==> src/rtl/triv_pkg.sv <==
package triv_pkg;

    localparam int LEN_A = 93;
    localparam int LEN_B = 84;
    localparam int LEN_C = 111;

    localparam int DATA_W = 32;
    localparam int KEY_HIGH_W = 16;
    localparam int KEY_LOW_W = 64;
    localparam int KEY_BITS = KEY_HIGH_W + KEY_LOW_W;
    localparam int CFG_W = 64;
    localparam int CFG_INDEX_W = 2;

    localparam int DEFAULT_WORD_BITS = 32;

    localparam int WARM_ROUNDS = 4 * 288;
    localparam int WARM_BITS_PER_STEP = 32;
    localparam int WARM_STEPS = WARM_ROUNDS / WARM_BITS_PER_STEP;
    localparam int WARM_CNT_W = $clog2(WARM_STEPS + 1);

    localparam logic CMD_INIT = 1'b0;
    localparam logic CMD_DATA = 1'b1;

    localparam logic [CFG_INDEX_W-1:0] REG_KEY_LOW = 2'd0;
    localparam logic [CFG_INDEX_W-1:0] REG_KEY_HIGH = 2'd1;
    localparam logic [CFG_INDEX_W-1:0] REG_IV_LOW = 2'd2;
    localparam logic [CFG_INDEX_W-1:0] REG_IV_HIGH = 2'd3;

    // Bit n of the published state numbering sits at index n-1 of its register.
    typedef struct packed {
        logic [LEN_A-1:0] a;
        logic [LEN_B-1:0] b;
        logic [LEN_C-1:0] c;
    } triv_state_t;

endpackage

==> src/rtl/triv_rounds.sv <==
module triv_rounds #(
    parameter int ROUNDS = triv_pkg::DEFAULT_WORD_BITS
) (
    input  triv_pkg::triv_state_t state_in,
    output triv_pkg::triv_state_t state_out,
    output logic [ROUNDS-1:0]     keystream
);

    // Each new bit is not tapped again for at least 66 rounds, so the unrolled
    // rounds stay a few XOR levels deep.
    always_comb
    begin
        logic [triv_pkg::LEN_A-1:0] a;
        logic [triv_pkg::LEN_B-1:0] b;
        logic [triv_pkg::LEN_C-1:0] c;
        logic t1;
        logic t2;
        logic t3;
        a = state_in.a;
        b = state_in.b;
        c = state_in.c;
        keystream = '0;
        for (int i = 0; i < ROUNDS; i++)
        begin
            t1 = a[65] ^ a[92];
            t2 = b[68] ^ b[83];
            t3 = c[65] ^ c[110];
            keystream[ROUNDS-1-i] = t1 ^ t2 ^ t3;
            t1 = t1 ^ (a[90] & a[91]) ^ b[77];
            t2 = t2 ^ (b[81] & b[82]) ^ c[86];
            t3 = t3 ^ (c[108] & c[109]) ^ a[68];
            a = {a[triv_pkg::LEN_A-2:0], t3};
            b = {b[triv_pkg::LEN_B-2:0], t1};
            c = {c[triv_pkg::LEN_C-2:0], t2};
        end
        state_out.a = a;
        state_out.b = b;
        state_out.c = c;
    end

endmodule

==> src/rtl/trivium_stream_cipher_top.sv <==
// Trivium stream cipher with an 80-bit key and an 80-bit IV.
// Key and IV are written through the configuration port (index 0 key_low,
// 1 key_high, 2 iv_low, 3 iv_high) and take effect at the next init item.
// Input items arrive on the s_ channel: tuser selects init (0) or data (1),
// tdata carries the data word and tlast marks the last word of a message.
// An init item loads key and IV into the 288-bit state and then runs the
// 1152 warm-up rounds, 32 rounds per cycle, during which s_tready is low;
// it produces no result. The next item can be accepted once the warm-up is done.
// A data item produces one result on the m_ channel in the cycle after it is
// accepted: the word XOR WORD_BITS keystream bits, first bit at the MSB when
// WORD_BITS is 32, with tlast copied. Data items are taken every cycle, since
// all rounds of a word are done by one unrolled round block between the state
// and the output register. When the receiver stalls, the result holds in the
// output register and s_tready drops until the result is taken.
// Reset clears the state, the key and IV registers and the output valid;
// data before any init sees an all-zero keystream.
module trivium_stream_cipher_top #(
    parameter int WORD_BITS = triv_pkg::DEFAULT_WORD_BITS
) (
    input  logic                                clk,
    input  logic                                rst_n,

    input  logic                                cfg_wr_en,
    input  logic [triv_pkg::CFG_INDEX_W-1:0]    cfg_index,
    input  logic [triv_pkg::CFG_W-1:0]          cfg_data,

    input  logic                                s_tvalid,
    output logic                                s_tready,
    input  logic [triv_pkg::DATA_W-1:0]         s_tdata,   // [31:0] data_word
    input  logic                                s_tuser,   // [0] command
    input  logic                                s_tlast,

    output logic                                m_tvalid,
    input  logic                                m_tready,
    output logic [triv_pkg::DATA_W-1:0]         m_tdata,   // [31:0] cipher_word
    output logic                                m_tlast
);

    logic [triv_pkg::KEY_LOW_W-1:0]  key_low_reg;
    logic [triv_pkg::KEY_HIGH_W-1:0] key_high_reg;
    logic [triv_pkg::KEY_LOW_W-1:0]  iv_low_reg;
    logic [triv_pkg::KEY_HIGH_W-1:0] iv_high_reg;

    triv_pkg::triv_state_t           state_reg;
    triv_pkg::triv_state_t           state_next;
    triv_pkg::triv_state_t           state_loaded;
    triv_pkg::triv_state_t           state_data;
    triv_pkg::triv_state_t           state_warm;

    logic [triv_pkg::WARM_CNT_W-1:0] warm_cnt_reg;
    logic [triv_pkg::WARM_CNT_W-1:0] warm_cnt_next;

    logic                            out_valid_reg;
    logic                            out_valid_next;
    logic [triv_pkg::DATA_W-1:0]     out_data_reg;
    logic                            out_last_reg;

    logic [WORD_BITS-1:0]            ks_data;
    logic [triv_pkg::WARM_BITS_PER_STEP-1:0] ks_warm;
    logic [triv_pkg::DATA_W-1:0]     ks_word;

    logic                            out_free;
    logic                            accept;
    logic                            accept_init;
    logic                            accept_data;

    triv_rounds #(
        .ROUNDS(WORD_BITS)
    ) u_data_rounds (
        .state_in (state_reg),
        .state_out(state_data),
        .keystream(ks_data)
    );

    triv_rounds #(
        .ROUNDS(triv_pkg::WARM_BITS_PER_STEP)
    ) u_warm_rounds (
        .state_in (state_reg),
        .state_out(state_warm),
        .keystream(ks_warm)
    );

    generate
        if (WORD_BITS >= triv_pkg::DATA_W)
        begin : g_ks_trim
            assign ks_word = ks_data[triv_pkg::DATA_W-1:0];
        end
        else
        begin : g_ks_pad
            assign ks_word = {{(triv_pkg::DATA_W - WORD_BITS){1'b0}}, ks_data};
        end
    endgenerate

    assign out_free    = !out_valid_reg || m_tready;
    assign s_tready    = (warm_cnt_reg == '0) && out_free;
    assign accept      = s_tvalid && s_tready;
    assign accept_init = accept && (s_tuser == triv_pkg::CMD_INIT);
    assign accept_data = accept && (s_tuser == triv_pkg::CMD_DATA);

    // Key bit K1 and IV bit IV1 go to state bits 1 and 94; state bits 286..288 are set.
    always_comb
    begin
        state_loaded = '0;
        for (int j = 0; j < triv_pkg::KEY_HIGH_W; j++)
        begin
            state_loaded.a[j] = key_high_reg[triv_pkg::KEY_HIGH_W-1-j];
            state_loaded.b[j] = iv_high_reg[triv_pkg::KEY_HIGH_W-1-j];
        end
        for (int j = triv_pkg::KEY_HIGH_W; j < triv_pkg::KEY_BITS; j++)
        begin
            state_loaded.a[j] = key_low_reg[triv_pkg::KEY_BITS-1-j];
            state_loaded.b[j] = iv_low_reg[triv_pkg::KEY_BITS-1-j];
        end
        state_loaded.c[triv_pkg::LEN_C-1 -: 3] = 3'b111;
    end

    always_comb
    begin
        state_next    = state_reg;
        warm_cnt_next = warm_cnt_reg;
        if (accept_init)
        begin
            state_next    = state_loaded;
            warm_cnt_next = triv_pkg::WARM_CNT_W'(triv_pkg::WARM_STEPS);
        end
        else if (warm_cnt_reg != '0)
        begin
            state_next    = state_warm;
            warm_cnt_next = warm_cnt_reg - 1'b1;
        end
        else if (accept_data)
        begin
            state_next = state_data;
        end
    end

    always_comb
    begin
        if (accept_data)
        begin
            out_valid_next = 1'b1;
        end
        else if (m_tready)
        begin
            out_valid_next = 1'b0;
        end
        else
        begin
            out_valid_next = out_valid_reg;
        end
    end

    always_ff @(posedge clk or negedge rst_n)
    begin
        if (!rst_n)
        begin
            key_low_reg   <= '0;
            key_high_reg  <= '0;
            iv_low_reg    <= '0;
            iv_high_reg   <= '0;
            state_reg     <= '0;
            warm_cnt_reg  <= '0;
            out_valid_reg <= 1'b0;
        end
        else
        begin
            if (cfg_wr_en)
            begin
                case (cfg_index)
                    triv_pkg::REG_KEY_LOW:  key_low_reg  <= cfg_data;
                    triv_pkg::REG_KEY_HIGH: key_high_reg <= cfg_data[triv_pkg::KEY_HIGH_W-1:0];
                    triv_pkg::REG_IV_LOW:   iv_low_reg   <= cfg_data;
                    triv_pkg::REG_IV_HIGH:  iv_high_reg  <= cfg_data[triv_pkg::KEY_HIGH_W-1:0];
                    default:
                    begin
                    end
                endcase
            end
            state_reg     <= state_next;
            warm_cnt_reg  <= warm_cnt_next;
            out_valid_reg <= out_valid_next;
        end
    end

    always_ff @(posedge clk)
    begin
        if (accept_data)
        begin
            out_data_reg <= s_tdata ^ ks_word;
            out_last_reg <= s_tlast;
        end
    end

    assign m_tvalid = out_valid_reg;
    assign m_tdata  = out_data_reg;
    assign m_tlast  = out_last_reg;

endmodule

==> config.mk <==
export PLATFORM = sky130hd
export DESIGN_NAME = trivium_stream_cipher_top
export DESIGN_NICKNAME = d
export VERILOG_FILES = /design/src/rtl/triv_pkg.sv /design/src/rtl/triv_rounds.sv /design/src/rtl/trivium_stream_cipher_top.sv
export SDC_FILE = /design/constraint.sdc
export NUM_CORES = 1
export LEC_CHECK = 0
export ABC_AREA = 1
export BUFFER_PORTS_ARGS = -buffer_cell sky130_fd_sc_hd__buf_4
export CORE_ASPECT_RATIO = 1.25
export CORE_MARGIN = 4
export CORE_UTILIZATION = 45
export DETAILED_ROUTE_END_ITERATION = 8
export PLACE_DENSITY = 0.63
export SYNTH_ARGS = -nofsm -noshare
export SYNTH_HDL_FRONTEND = slang
export SYNTH_SLANG_ARGS = --single-unit
==> constraint.sdc <==
create_clock -name clk -period 7.09 [get_ports clk]
set_clock_uncertainty 0.1 [all_clocks]
set_input_delay 1.0635 -clock clk [delete_from_list [all_inputs] [get_ports clk]]
set_output_delay 1.0635 -clock clk [all_outputs]
set_load 0.005 [all_outputs]
==> results.txt <==
The average detailed-routed wire length per instance works out to 19.8 microns. The number of nets in the synthesized netlist is 3538. The library cell used most frequently in the layout, excluding fill and tap cells, is nand2_1. For the pin with the worst max-slew slack, the measured transition is 1.20 ns. The fill cell instance count of the final layout is 5537. During synthesis, Yosys emitted a total of 0 warnings.

The width of the die was 221 microns. CTS saw 488 sinks. For the number of hold violations in the final report, the log shows 0. Largest voltage drop on the vdd net: 0.199 mV.

The run gives 0 as the final max-slew violation count. The flop and latch count out of synthesis is 488. The cell area after layout is 28500 sq um. The count of port buffers added during placement is 139. Once detail routing completed, the nets flagged for antenna violations numbered 0.

The post-synthesis area per instance was 7.44 sq um; the total iterations of the first detailed-routing run was 5. Across all layers, the routed design uses 22800 vias. The logs give 213 for the pin count of the biggest net entering global routing and 0 for the initial antenna violation count.

TritonCTS built the clock tree. The floorplan has 97 rows. The smallest clock period supported by the final layout is computed as 3.86 ns. After global routing, the most crowded layer is met2. The power density over cell area came out at 517 nW/um^2. The arrival time at the worst endpoint is 2.69 ns, and the flip-flop count of the largest register, all copies and words added is 288.

The total global routing track utilization was 27.3%. The flow ran to the end, and the final reports show no timing, DRC or antenna violations. The run gives 0.259 GHz as the maximum clock rate. At the end of the flow, the number of nets in the layout was 3559. The met2 routing resource usage after global routing was 42.9%; the met3 track utilization from global routing was 4.73%. The worst path uses 54.4% of the clock period. The remaining max-slew budget at the tightest pin was 19.8%. The first global-routing pass estimated 129 mm of wire. The logs give 4233 for the number of standard cells in the final layout excluding fillers and 4141 for the placed cell count. Once the clock tree was built, the setup fixing pass inserted 0 buffers. The tools report the remaining design rule violation count as 0. In this run the cell area of the synthesized design comes to 25500 sq um.

Number of levels the H-tree was split into: 2. In the synthesized netlist, the number of instances is 3431. The tools report the number of clock buffers inserted by TritonCTS as 51. In the layout the commonest cells are 1140 x nand2_1, 570 x nand3_1, 455 x dfrtp_1. Critical setup path kind: reg -> out.

The sum of routed wire length over all layers is 83.7 mm. For met1 alone, demand over resource in global routing was 37.8%. Worst min-delay path category: reg -> reg. Summed over all cells, the static leakage comes to 0.0149 uW.

For this block, the initial DRC count from the detailed router was 2290. The clock tree root driver cell was clkbuf_16. The clock insertion delay at the later pin of the skew report was 0.61 ns; the setup total negative slack was 0 ns. In this run the cell area measured after placement is 26900 sq um. The largest fanout on the critical path came out at 36. The worst setup path is captured at an output pin.

The repair_antennas step left the layout with diodes totalling 0. Setup violations remaining at the end of the flow were counted as 0. The effective utilization at floorplan came out at 45.5%. Part of the Yosys area used for sequential elements: 48.5%. The total overflow left after global routing is 0. The I/O pin total was 140; the post-route core utilization was 50.9%. The tool flagged a number of max-cap violations equal to 0.

STA classifies the critical path startpoint as a register. The via count of the first global-routing pass came out at 21200. Setup repair after global routing left no endpoint under its margin.

Measured along the y axis, the die boundary spans 274 microns. The share of layout cells above drive strength 1 is 7.42%. Detailed placement ended at an HPWL of 59.5 mm. The number of vias per cell after detailed routing is 5.39, and the die area is 60600 sq um.

The tools report the required time reported for the critical path endpoint as 5.93 ns. After clock tree synthesis, the clock-pin slew on the worst setup and hold paths is 0.06 ns. The logs give 0 for the hold-fix buffer count after cts and 27 for the post-synthesis cell type count. Compared with the post-synthesis result, the final layout area differs by 11.8%. The logs give 3 for the buffer depth of the longest clock path and 0.972 for the routability-driven placement congestion ratio.

After clock tree synthesis, the repair step resized 0 gates. The region available for standard cell placement spans 56100 sq um.
[cells in the mapped netlist (all sizes together)]
| master | count | share of area (%) |
|---|---|---|
| o211ai | 3 | 0.088 |
| ha | 2 | 0.098 |
| nor2 | 100 | 1.5 |
| a21o | 1 | 0.029 |
| or2 | 14 | 0.34 |
| nand4 | 90 | 2.2 |
| dfrtp | 455 | 45 |
| a21oi | 3 | 0.074 |
| nand2 | 1140 | 17 |
| clkbuf | 98 | 1.4 |
| nor3 | 1 | 0.020 |
| xnor2 | 76 | 2.6 |
| o21ai | 304 | 6.0 |
| nand3 | 574 | 11 |
| edfxtp | 33 | 3.9 |
| inv | 412 | 6.1 |
| nand3b | 1 | 0.029 |
| buf | 91 | 1.8 |
| xor2 | 33 | 1.1 |
[critical path: stages, from the launching register on]
cell	delay [ns]
dfrtp_1	0.40
inv_1	0.10
ha_1	0.18
nand3_2	0.24
nor2_4	0.15
buf_4	0.33
buf_4	0.45
buf_4	0.20
[kinds of logic (layout without fill, tap and decap cells)]
kind of cell	after synthesis	in the layout	share of synthesized area, %
AND/OR/NAND/NOR	1920	1920	32.2
flip-flops	488	488	48.5
buffers and inverters	601	661	9.33
AO/OA/AOI/OAI	311	311	6.15
adder cells (fa/ha/maj)	2	2	0.0981
XOR/XNOR	109	109	3.74
[power by group]
part / switching [uW] / internal [uW] / total (uW) / leakage (uW)
Sequential: 1670 / 3980 / 5650 / 0.00566
Clock: 1170 / 1500 / 2670 / 0.000803
Combinational: 4070 / 2360 / 6440 / 0.00843
Total: 6900 / 7840 / 14700 / 0.0149
[cell type report]
type / count / area, sq um / share of cell area, %
Clock buffer: 79 / 1510 / 5.30
Clock inverter: 13 / 111 / 0.390
Multi-Input combinational cell: 2342 / 10800 / 37.9
Sequential cell: 488 / 12400 / 43.4
Inverter: 412 / 1550 / 5.45
Tap cell: 742 / 928 / 3.25
Timing Repair Buffer: 157 / 1250 / 4.38
[final timing paths]
path                            slack [ns]                   startpoint                     endpoint  depth (start not counted)
worst max register to register        3.45  warm_cnt_reg[0]$_DFFE_PN0P_   state_reg[135]$_DFFE_PN0P_                         10
worst max-delay path                  3.23  warm_cnt_reg[0]$_DFFE_PN0P_                     s_tready                          7
worst min-delay path                  0.38   state_reg[203]$_DFFE_PN0P_   state_reg[203]$_DFFE_PN0P_                          2
min in group asynchronous             0.39                        rst_n  key_low_reg[59]$_DFFE_PN0P_                          1
worst min register to register        0.38   state_reg[203]$_DFFE_PN0P_   state_reg[203]$_DFFE_PN0P_                          2
max in group asynchronous             5.01                        rst_n    state_reg[31]$_DFFE_PN0P_                          2
[routing by layer]
layer	vias to the layer above	share of wire, %
met4	0	4.9
met2	803	45
li1	11000	-
met1	10900	42
met5	-	0
met3	195	7.5
[metrics by stage]
stage          power [uW]  worst slack, ns  hold slack [ns]
2_1_floorplan        9580             3.45            0.350
3_3_place_gp        11900             3.04            0.363
3_5_place_dp        12000             2.99            0.366
4_1_cts             14700             3.17            0.382
5_1_grt             15900             3.05            0.393
6_report            14700             3.23            0.378
Note: power is estimated with default switching activity, not from simulation.
